## src/sv/kbd_pkg.sv

```systemverilog
// Shared types, codes and key tables for the scan code to ASCII decoder.
`timescale 1ns / 1ps
`default_nettype none
package kbd_pkg;

  localparam int RING_DEPTH_DEF = 256;
  localparam int FILL_MAX       = 255;

  // request kinds
  localparam logic [1:0] KIND_SCAN  = 2'd0;
  localparam logic [1:0] KIND_POP   = 2'd1;
  localparam logic [1:0] KIND_FLUSH = 2'd2;

  // result outcomes
  localparam logic [2:0] OUT_NONE      = 3'd0;
  localparam logic [2:0] OUT_QUEUED    = 3'd1;
  localparam logic [2:0] OUT_DROPPED   = 3'd2;
  localparam logic [2:0] OUT_DELIVERED = 3'd3;
  localparam logic [2:0] OUT_EMPTY     = 3'd4;
  localparam logic [2:0] OUT_FLUSHED   = 3'd5;

  // scan codes (set 1, make codes)
  localparam logic [7:0] RELEASE_BIT = 8'h80;
  localparam logic [6:0] KEY_MASK    = 7'h7F;
  localparam logic [6:0] KEY_ENTER   = 7'h1C;
  localparam logic [6:0] KEY_BKSP    = 7'h0E;
  localparam logic [6:0] KEY_TAB     = 7'h0F;
  localparam logic [6:0] KEY_LSHIFT  = 7'h2A;
  localparam logic [6:0] KEY_RSHIFT  = 7'h36;
  localparam logic [6:0] KEY_CTRL    = 7'h1D;
  localparam logic [6:0] KEY_ALT     = 7'h38;
  localparam logic [6:0] KEY_CAPS    = 7'h3A;

  localparam logic [6:0] CHR_LF = 7'h0A;
  localparam logic [6:0] CHR_BS = 7'h08;
  localparam logic [6:0] CHR_HT = 7'h09;

  typedef struct packed {
    logic [1:0] kind;
    logic [7:0] scan_byte;
  } in_word_t;

  typedef struct packed {
    logic [2:0] outcome;
    logic [6:0] char_out;
    logic [7:0] fill_level;
    logic       shift_held;
    logic       ctrl_held;
    logic       alt_held;
    logic       caps_on;
  } out_word_t;

  typedef struct packed {
    logic shift;
    logic ctrl;
    logic alt;
    logic caps;
  } mods_t;

  typedef struct packed {
    mods_t      mods;  // modifier state after the byte
    logic [6:0] ch;    // character to queue, zero for none or release
  } dec_t;

  function automatic logic [6:0] lower_char(input logic [6:0] key);
    logic [6:0] c;
    case (key)
      7'h02: c = 7'h31; 7'h03: c = 7'h32; 7'h04: c = 7'h33; 7'h05: c = 7'h34;
      7'h06: c = 7'h35; 7'h07: c = 7'h36; 7'h08: c = 7'h37; 7'h09: c = 7'h38;
      7'h0A: c = 7'h39; 7'h0B: c = 7'h30; 7'h0C: c = 7'h2D; 7'h0D: c = 7'h3D;
      7'h10: c = 7'h71; 7'h11: c = 7'h77; 7'h12: c = 7'h65; 7'h13: c = 7'h72;
      7'h14: c = 7'h74; 7'h15: c = 7'h79; 7'h16: c = 7'h75; 7'h17: c = 7'h69;
      7'h18: c = 7'h6F; 7'h19: c = 7'h70; 7'h1A: c = 7'h5B; 7'h1B: c = 7'h5D;
      7'h1E: c = 7'h61; 7'h1F: c = 7'h73; 7'h20: c = 7'h64; 7'h21: c = 7'h66;
      7'h22: c = 7'h67; 7'h23: c = 7'h68; 7'h24: c = 7'h6A; 7'h25: c = 7'h6B;
      7'h26: c = 7'h6C; 7'h27: c = 7'h3B; 7'h28: c = 7'h27; 7'h29: c = 7'h60;
      7'h2B: c = 7'h5C; 7'h2C: c = 7'h7A; 7'h2D: c = 7'h78; 7'h2E: c = 7'h63;
      7'h2F: c = 7'h76; 7'h30: c = 7'h62; 7'h31: c = 7'h6E; 7'h32: c = 7'h6D;
      7'h33: c = 7'h2C; 7'h34: c = 7'h2E; 7'h35: c = 7'h2F; 7'h37: c = 7'h2A;
      7'h39: c = 7'h20;
      default: c = 7'h00;
    endcase
    return c;
  endfunction

  // shifted table: no space and no keypad star
  function automatic logic [6:0] upper_char(input logic [6:0] key);
    logic [6:0] c;
    case (key)
      7'h02: c = 7'h21; 7'h03: c = 7'h40; 7'h04: c = 7'h23; 7'h05: c = 7'h24;
      7'h06: c = 7'h25; 7'h07: c = 7'h5E; 7'h08: c = 7'h26; 7'h09: c = 7'h2A;
      7'h0A: c = 7'h28; 7'h0B: c = 7'h29; 7'h0C: c = 7'h5F; 7'h0D: c = 7'h2B;
      7'h10: c = 7'h51; 7'h11: c = 7'h57; 7'h12: c = 7'h45; 7'h13: c = 7'h52;
      7'h14: c = 7'h54; 7'h15: c = 7'h59; 7'h16: c = 7'h55; 7'h17: c = 7'h49;
      7'h18: c = 7'h4F; 7'h19: c = 7'h50; 7'h1A: c = 7'h7B; 7'h1B: c = 7'h7D;
      7'h1E: c = 7'h41; 7'h1F: c = 7'h53; 7'h20: c = 7'h44; 7'h21: c = 7'h46;
      7'h22: c = 7'h47; 7'h23: c = 7'h48; 7'h24: c = 7'h4A; 7'h25: c = 7'h4B;
      7'h26: c = 7'h4C; 7'h27: c = 7'h3A; 7'h28: c = 7'h22; 7'h29: c = 7'h7E;
      7'h2B: c = 7'h7C; 7'h2C: c = 7'h5A; 7'h2D: c = 7'h58; 7'h2E: c = 7'h43;
      7'h2F: c = 7'h56; 7'h30: c = 7'h42; 7'h31: c = 7'h4E; 7'h32: c = 7'h4D;
      7'h33: c = 7'h3C; 7'h34: c = 7'h3E; 7'h35: c = 7'h3F;
      default: c = 7'h00;
    endcase
    return c;
  endfunction

endpackage
`default_nettype wire

```

## src/sv/kbd_ram.sv

```systemverilog
// Simple dual-port RAM, one write port and one registered read port.
`timescale 1ns / 1ps
`default_nettype none
module kbd_ram #(
  parameter int WIDTH = 8,
  parameter int DEPTH = 256
) (
  input  wire logic                     clk,
  input  wire logic                     we,
  input  wire logic [$clog2(DEPTH)-1:0] waddr,
  input  wire logic [WIDTH-1:0]         wdata,
  input  wire logic                     re,
  input  wire logic [$clog2(DEPTH)-1:0] raddr,
  output logic      [WIDTH-1:0]         rdata
);

  logic [WIDTH-1:0] mem [DEPTH];

  always_ff @(posedge clk) begin
    if (we) begin
      mem[waddr] <= wdata;
    end
    if (re) begin
      rdata <= mem[raddr];
    end
  end

endmodule
`default_nettype wire

```

## src/sv/kbd_decode.sv

```systemverilog
// Scan code byte decode: modifier tracking and character lookup.
`timescale 1ns / 1ps
`default_nettype none
module kbd_decode (
  input  wire logic [7:0]     scan_byte,
  input  wire kbd_pkg::mods_t mods_cur,
  output kbd_pkg::dec_t       dec
);

  logic       down;
  logic [6:0] key;
  logic       upper;
  logic [6:0] look;

  always_comb begin
    down     = (scan_byte & kbd_pkg::RELEASE_BIT) == 8'h00;
    key      = scan_byte[6:0] & kbd_pkg::KEY_MASK;
    dec.mods = mods_cur;
    unique case (key) inside
      kbd_pkg::KEY_LSHIFT, kbd_pkg::KEY_RSHIFT: dec.mods.shift = down;
      kbd_pkg::KEY_CTRL:                        dec.mods.ctrl  = down;
      kbd_pkg::KEY_ALT:                         dec.mods.alt   = down;
      kbd_pkg::KEY_CAPS:                        dec.mods.caps  = mods_cur.caps ^ down;
      default: ;
    endcase

    // table choice uses the state after this byte
    upper = dec.mods.shift ^ dec.mods.caps;
    look  = upper ? kbd_pkg::upper_char(key) : kbd_pkg::lower_char(key);

    if (!down) begin
      dec.ch = 7'h00;
    end else if (key == kbd_pkg::KEY_ENTER) begin
      dec.ch = kbd_pkg::CHR_LF;
    end else if (key == kbd_pkg::KEY_BKSP) begin
      dec.ch = kbd_pkg::CHR_BS;
    end else if (key == kbd_pkg::KEY_TAB) begin
      dec.ch = kbd_pkg::CHR_HT;
    end else begin
      dec.ch = look;
    end
  end

endmodule
`default_nettype wire

```

## src/sv/keyboard_scancode_to_ascii_fifo.sv

```systemverilog
// Scan code set 1 keyboard decoder with a character ring buffer.
//
// Input channel (in_valid/in_ready/in_data) carries one request word: a
// scan code byte, a pop of one character, or a flush of the ring. Every
// request yields exactly one result word on out_valid/out_ready/out_data
// with the outcome, the popped character, the ring fill level and the
// modifier state after the request.
// The result passes the middle stage, where the ring read completes, and then
// the output register. Throughput: one word per cycle unless out_ready stalls.
// Decode, index update and the single ring access all happen in the accept
// cycle; the ring is a one-write one-read RAM with registered read, so a pop's
// character arrives in the next cycle.
// A pop always reads an entry written at an earlier edge, so no bypass.
// Reset (rst_n low, synchronous) empties the ring and clears all modifiers;
// ring contents are not cleared, only the indices.
// When out_ready is low the output register holds and one more word can be
// taken into the middle stage; after that in_ready drops until out drains.
`timescale 1ns / 1ps
`default_nettype none
module keyboard_scancode_to_ascii_fifo #(
  parameter int RING_DEPTH = kbd_pkg::RING_DEPTH_DEF
) (
  input  wire logic               clk,
  input  wire logic               rst_n,
  input  wire logic               in_valid,
  output logic                    in_ready,
  input  wire kbd_pkg::in_word_t  in_data,
  output logic                    out_valid,
  input  wire logic               out_ready,
  output kbd_pkg::out_word_t      out_data
);

  localparam int IDX_W = $clog2(RING_DEPTH);
  localparam int CNT_W = IDX_W + 1;
  localparam int FW    = (CNT_W > 8) ? CNT_W : 8;

  logic [IDX_W-1:0]   w_idx_r, w_idx_nxt;
  logic [IDX_W-1:0]   r_idx_r, r_idx_nxt;
  kbd_pkg::mods_t     mods_r, mods_nxt;

  logic               p_valid_r, p_valid_nxt;
  logic               p_deliv_r, p_deliv_nxt;
  kbd_pkg::out_word_t p_word_r, p_word_nxt;

  logic               out_valid_r, out_valid_nxt;
  kbd_pkg::out_word_t out_word_r, out_word_nxt;

  kbd_pkg::dec_t      dec;
  logic               acc;
  logic               p_move;
  logic               ram_we, ram_re;
  logic [6:0]         ram_rdata;
  logic [IDX_W-1:0]   w_inc, r_inc;
  logic [CNT_W-1:0]   occ;
  logic [FW-1:0]      occ_w;
  logic [2:0]         outcome;

  kbd_decode u_dec (
    .scan_byte (in_data.scan_byte),
    .mods_cur  (mods_r),
    .dec       (dec)
  );

  kbd_ram #(
    .WIDTH (7),
    .DEPTH (RING_DEPTH)
  ) u_ring (
    .clk   (clk),
    .we    (ram_we),
    .waddr (w_idx_r),
    .wdata (dec.ch),
    .re    (ram_re),
    .raddr (r_idx_r),
    .rdata (ram_rdata)
  );

  assign p_move    = !out_valid_r || out_ready;
  assign in_ready  = !p_valid_r || p_move;
  assign acc       = in_valid && in_ready;
  assign out_valid = out_valid_r;
  assign out_data  = out_word_r;

  assign w_inc = (w_idx_r == IDX_W'(RING_DEPTH - 1)) ? '0 : w_idx_r + 1'b1;
  assign r_inc = (r_idx_r == IDX_W'(RING_DEPTH - 1)) ? '0 : r_idx_r + 1'b1;

  always_comb begin
    w_idx_nxt = w_idx_r;
    r_idx_nxt = r_idx_r;
    mods_nxt  = mods_r;
    ram_we    = 1'b0;
    ram_re    = 1'b0;
    outcome   = kbd_pkg::OUT_NONE;
    unique case (in_data.kind)
      kbd_pkg::KIND_SCAN: begin
        mods_nxt = dec.mods;
        if (dec.ch != 7'h00) begin
          if (w_inc == r_idx_r) begin
            outcome = kbd_pkg::OUT_DROPPED;
          end else begin
            outcome   = kbd_pkg::OUT_QUEUED;
            ram_we    = acc;
            w_idx_nxt = w_inc;
          end
        end
      end
      kbd_pkg::KIND_POP: begin
        if (r_idx_r == w_idx_r) begin
          outcome = kbd_pkg::OUT_EMPTY;
        end else begin
          outcome   = kbd_pkg::OUT_DELIVERED;
          ram_re    = acc;
          r_idx_nxt = r_inc;
        end
      end
      kbd_pkg::KIND_FLUSH: begin
        outcome   = kbd_pkg::OUT_FLUSHED;
        w_idx_nxt = '0;
        r_idx_nxt = '0;
      end
      default: ;
    endcase

    if (w_idx_nxt >= r_idx_nxt) begin
      occ = {1'b0, w_idx_nxt} - {1'b0, r_idx_nxt};
    end else begin
      occ = {1'b0, w_idx_nxt} + CNT_W'(RING_DEPTH) - {1'b0, r_idx_nxt};
    end
    occ_w = FW'(occ);

    p_word_nxt.outcome    = outcome;
    p_word_nxt.char_out   = 7'h00;
    p_word_nxt.fill_level = (occ_w > FW'(kbd_pkg::FILL_MAX)) ? 8'hFF : occ_w[7:0];
    p_word_nxt.shift_held = mods_nxt.shift;
    p_word_nxt.ctrl_held  = mods_nxt.ctrl;
    p_word_nxt.alt_held   = mods_nxt.alt;
    p_word_nxt.caps_on    = mods_nxt.caps;
    p_deliv_nxt           = (outcome == kbd_pkg::OUT_DELIVERED);
    p_valid_nxt           = acc ? 1'b1 : (p_valid_r && !p_move);

    out_valid_nxt = p_move ? p_valid_r : out_valid_r;
    out_word_nxt  = out_word_r;
    if (p_move && p_valid_r) begin
      out_word_nxt          = p_word_r;
      out_word_nxt.char_out = p_deliv_r ? ram_rdata : 7'h00;
    end
  end

  always_ff @(posedge clk) begin
    if (!rst_n) begin
      w_idx_r     <= '0;
      r_idx_r     <= '0;
      mods_r      <= '0;
      p_valid_r   <= 1'b0;
      out_valid_r <= 1'b0;
    end else begin
      if (acc) begin
        w_idx_r <= w_idx_nxt;
        r_idx_r <= r_idx_nxt;
        mods_r  <= mods_nxt;
      end
      p_valid_r   <= p_valid_nxt;
      out_valid_r <= out_valid_nxt;
    end
  end

  always_ff @(posedge clk) begin
    if (acc) begin
      p_word_r  <= p_word_nxt;
      p_deliv_r <= p_deliv_nxt;
    end
    out_word_r <= out_word_nxt;
  end

`ifndef ASSERT_OFF
  // ring read data must not be overwritten while a popped word waits in the middle stage
  a_no_read_while_held: assert property (@(posedge clk) disable iff (!rst_n)
    (p_valid_r && !p_move) |-> !ram_re)
    else $error("ring read issued while middle stage is stalled");

  a_flush_clears: assert property (@(posedge clk) disable iff (!rst_n)
    (acc && in_data.kind == kbd_pkg::KIND_FLUSH) |=> (w_idx_r == '0 && r_idx_r == '0))
    else $error("flush did not clear ring indices");

  a_char_only_on_pop: assert property (@(posedge clk) disable iff (!rst_n)
    (out_valid_r && out_word_r.outcome != kbd_pkg::OUT_DELIVERED)
      |-> (out_word_r.char_out == 7'h00))
    else $error("character present on a non-pop result");

  a_no_push_and_pop: assert property (@(posedge clk) disable iff (!rst_n)
    !(ram_we && ram_re))
    else $error("ring written and read by the same word");

  a_fill_bound: assert property (@(posedge clk) disable iff (!rst_n)
    out_valid_r |-> (FW'(out_word_r.fill_level) <= FW'(RING_DEPTH - 1)))
    else $error("fill level beyond ring capacity");
`endif

endmodule
`default_nettype wire
```

## config.mk

```make
export PLATFORM = sky130hd
export DESIGN_NAME = keyboard_scancode_to_ascii_fifo
export DESIGN_NICKNAME = d
export VERILOG_FILES = /design/src/sv/kbd_pkg.sv /design/src/sv/kbd_ram.sv /design/src/sv/kbd_decode.sv /design/src/sv/keyboard_scancode_to_ascii_fifo.sv
export SDC_FILE = /design/constraint.sdc
export NUM_CORES = 2
export LEC_CHECK = 0
export CORE_MARGIN = 8
export CORE_UTILIZATION = 30
export DETAILED_ROUTE_END_ITERATION = 12
export DONT_BUFFER_PORTS = 1
export GPL_ROUTABILITY_DRIVEN = 0
export PLACE_DENSITY_LB_ADDON = 0.05
export SYNTH_ARGS = -nofsm -noshare
export SYNTH_HDL_FRONTEND = slang
export SYNTH_SLANG_ARGS = --single-unit
```

## constraint.sdc

```tcl
create_clock -name clk -period 46.4 [get_ports clk]
set_input_delay 4.64 -clock clk [delete_from_list [all_inputs] [get_ports clk]]
set_output_delay 4.64 -clock clk [all_outputs]
set_load 0.05 [all_outputs]
```

==> results.cfg <==
[timing]
slew_violations = 0
holdWs_ns = 0.420
clock_skew_ns = 0.0272
finalCritPeriodShare_pct = 21.7
finalSetupTns_ns = 0
setup_violations = 0
hold_viol = 0
worst_pin_slew_ns = 1.34
relSlewSlack_pct = 10.4
period_needed_ns = 10.06
rsz0062_at_grt = no
fmax_ghz = 0.0994

[worst_setup_path]
cp-start-kind = primary input
arrival_ns = 10.59
worstPathRequired_ns = 46.94
end_kind = flip-flop
critPathMaxFanout = 175
crit_type = in -> reg

[cts]
cts_tree = yes
holdBufCountCts = 0
cts.sinks = 1859
clockBufferDepth = 3
cts_setup_buffers = 0
clk_pin_slew_ns = 0.05
htreeDepth = 4
cts_root_buf = clkbuf_16
clock_latency_ns = 0.83
cts.repair.resized = 0
cts_made_buffers = 207

[logic_synthesis]
ys_types = 70
synth_fp_nets = 3539
ys_ff_latch = 1859
synth_area_sq_um = 74400
synth_top_area_cell = edfxtp_1
synth-compound-area-share_pct = 1.53
synth_xor_area_share_pct = 0.177
synth_top_family_by_area = multiplexers
postSynthCellCount = 3495
syn-mean-instance-area_sq_um = 21.3
synthTopCellsByArea = edfxtp_1 (74%), mux4_2 (18%), nor2_1 (1.5%)
synth_ff_type = edfxtp_1
synth-simple-area-share_pct = 3.46
ys_warn_count = 0
synth.area.mux_share_pct = 18.3
synthArstFlopShare_pct = 0
synth-adder-area-share_pct = 0.515
synth_edf_count = 1837
yosysSeqAreaShare_pct = 74.8
synth_top_cell_area_share_pct = 74.2

[floorplanning]
die_h_microns = 514
die_w_microns = 514
ios = 38
die_area_sq_um = 264000
start_util_pct = 30.2
rows = 182
coreArea_sq_um = 246000

[pwr]
vdd_drop_max_uv = 28.7
leakagePower_nw = 25.1
powerDensity_nw_per_um2 = 43.5

[grt]
overflow = 0
grt_pass1_vias = 36900
grt_max_degree = 197
globalRouteTotalUtil_pct = 16.2
grt_pass1_wl_microns = 304000
antenna_found_initial = 15

[routing]
first_pass_iters = 6
antenna_left = 0
routedWlPerCell_microns = 31.1
drc = 0
wirelength_microns = 218000
vias = 35600
drt_iter0_drc = 3309
via_per_inst = 5.06

[run]
cap_violations = 0

[layout]
multi_input_area_sq_um = 18000
drive_above_1_share_pct = 26.4
area_growth_pct = 14.4
final_common_cell = edfxtp_1
nFillCells = 22800
final_cell_mix = edfxtp_1 (1837), mux4_2 (598), nor2_1 (294)
layout.nets = 3589
area.sequential_sq_um = 55600

[hold_path]
hp-class = reg -> reg

[status]
status = finished clean

[placed_design]
io_buffer_count = 0
dpl.hpwl_microns = 133000
==> cells by family (layout without fill, tap and decap cells) <==
| group | after synthesis | after routing |
|---|---|---|
| flip-flops | 1859 | 1859 |
| adder cells (fa/ha/maj) | 30 | 30 |
| other | 0 | 4 |
| AND/OR/NAND/NOR | 569 | 569 |
| AO/OA/AOI/OAI | 171 | 171 |
| multiplexers | 612 | 612 |
| buffers and inverters | 239 | 452 |
| XOR/XNOR | 15 | 15 |
==> registers in the layout (all words and copies together), names as in the netlist <==
register and flops:
p_valid_r 1, w_idx_r 8, mods_r 4, p_word_r 15
p_deliv_r 1, out_data 22, u_ring.mem 1792, out_valid 1
u_ring.rdata 7, r_idx_r 8
==> per-stage QoR <==
stage / area (sq um) / instances / total power [mW] / utilization, % / worst slack, ns
2_1_floorplan: 74400 / 3495 / 2.05 / - / 28.46
3_3_place_gp: 78400 / 6647 / 2.13 / 31.8 / 35.35
3_5_place_dp: 78400 / 6647 / 2.13 / 31.8 / 35.45
4_1_cts: 85000 / 7019 / 3.75 / 34.5 / 36.34
5_1_grt: 85000 / 7021 / 3.81 / 34.5 / 35.76
6_report: 85000 / 7024 / 3.70 / 34.5 / 36.34
==> final cells by class <==
| type | count | share of cell area [%] |
|---|---|---|
| inverter | 31 | 0.137 |
| tap | 3312 | 4.87 |
| multi-input combinational | 1397 | 21.2 |
| clock inverter | 120 | 1.33 |
| sequential | 1859 | 65.4 |
| antenna | 4 | 0.0118 |
| clock buffer | 252 | 6.44 |
| timing repair buffer | 49 | 0.633 |
==> Yosys cell counts (all sizes together), types with 16 or more instances <==
library cell and instances:
nor2 294, nor2b 24, clkbuf 132, mux4 598
o21ai 46, nand3 57, nand2 84, inv 30
edfxtp 1837, dfxtp 22, ha 29, nand2b 16
a21oi 35, buf 76, nand4 17
==> where the power goes <==
part | internal [mW] | switching, mW
registers | 1.86 | 0.0106
clock network | 0.949 | 0.660
logic | 0.0841 | 0.138
==> final timing paths <==
check / start / endpoint / slack (ns) / depth (start not counted)
worst max register to register: w_idx_r[0]$_SDFFE_PN0P_ / p_word_r[7]$_SDFFCE_PN1P_ / 39.38 / 21
worst min-delay path: p_word_r[8]$_SDFFCE_PN1P_ / out_data[8]$_DFFE_PP_ / 0.42 / 0
worst max-delay path: in_data[0] / p_word_r[7]$_SDFFCE_PN1P_ / 36.34 / 23
worst min register to register: p_word_r[8]$_SDFFCE_PN1P_ / out_data[8]$_DFFE_PP_ / 0.42 / 0
==> worst max-delay path, stage by stage <==
cell	delay (ns)
inv_1	0.12
ha_1	0.34
nand2b_1	0.18
o31ai_1	0.25
o2111a_1	0.34
or2_1	0.47
mux2i_4	0.34
buf_12	0.57
a211oi_1	0.23
a21oi_2	0.18
buf_4	0.25
nand2_1	0.19
mux2i_1	0.24
ha_1	0.26
nor2b_1	0.14
o21ai_0	0.20
a21boi_0	0.13
o21ai_0	0.20
a21boi_0	0.15
o21a_1	0.22
o21a_1	0.19
o211ai_1	0.43
o21ai_0	0.19
==> layer usage <==
metal	vias up	part of all wire, %	GRT usage [%]
met5	-	0.018	0
met4	6	2.1	3.66
met3	257	4.3	2.42
met2	944	49	27.2
met1	19600	44	22.5
li1	14800	-	-
Note: power is estimated with default switching activity, not from simulation.
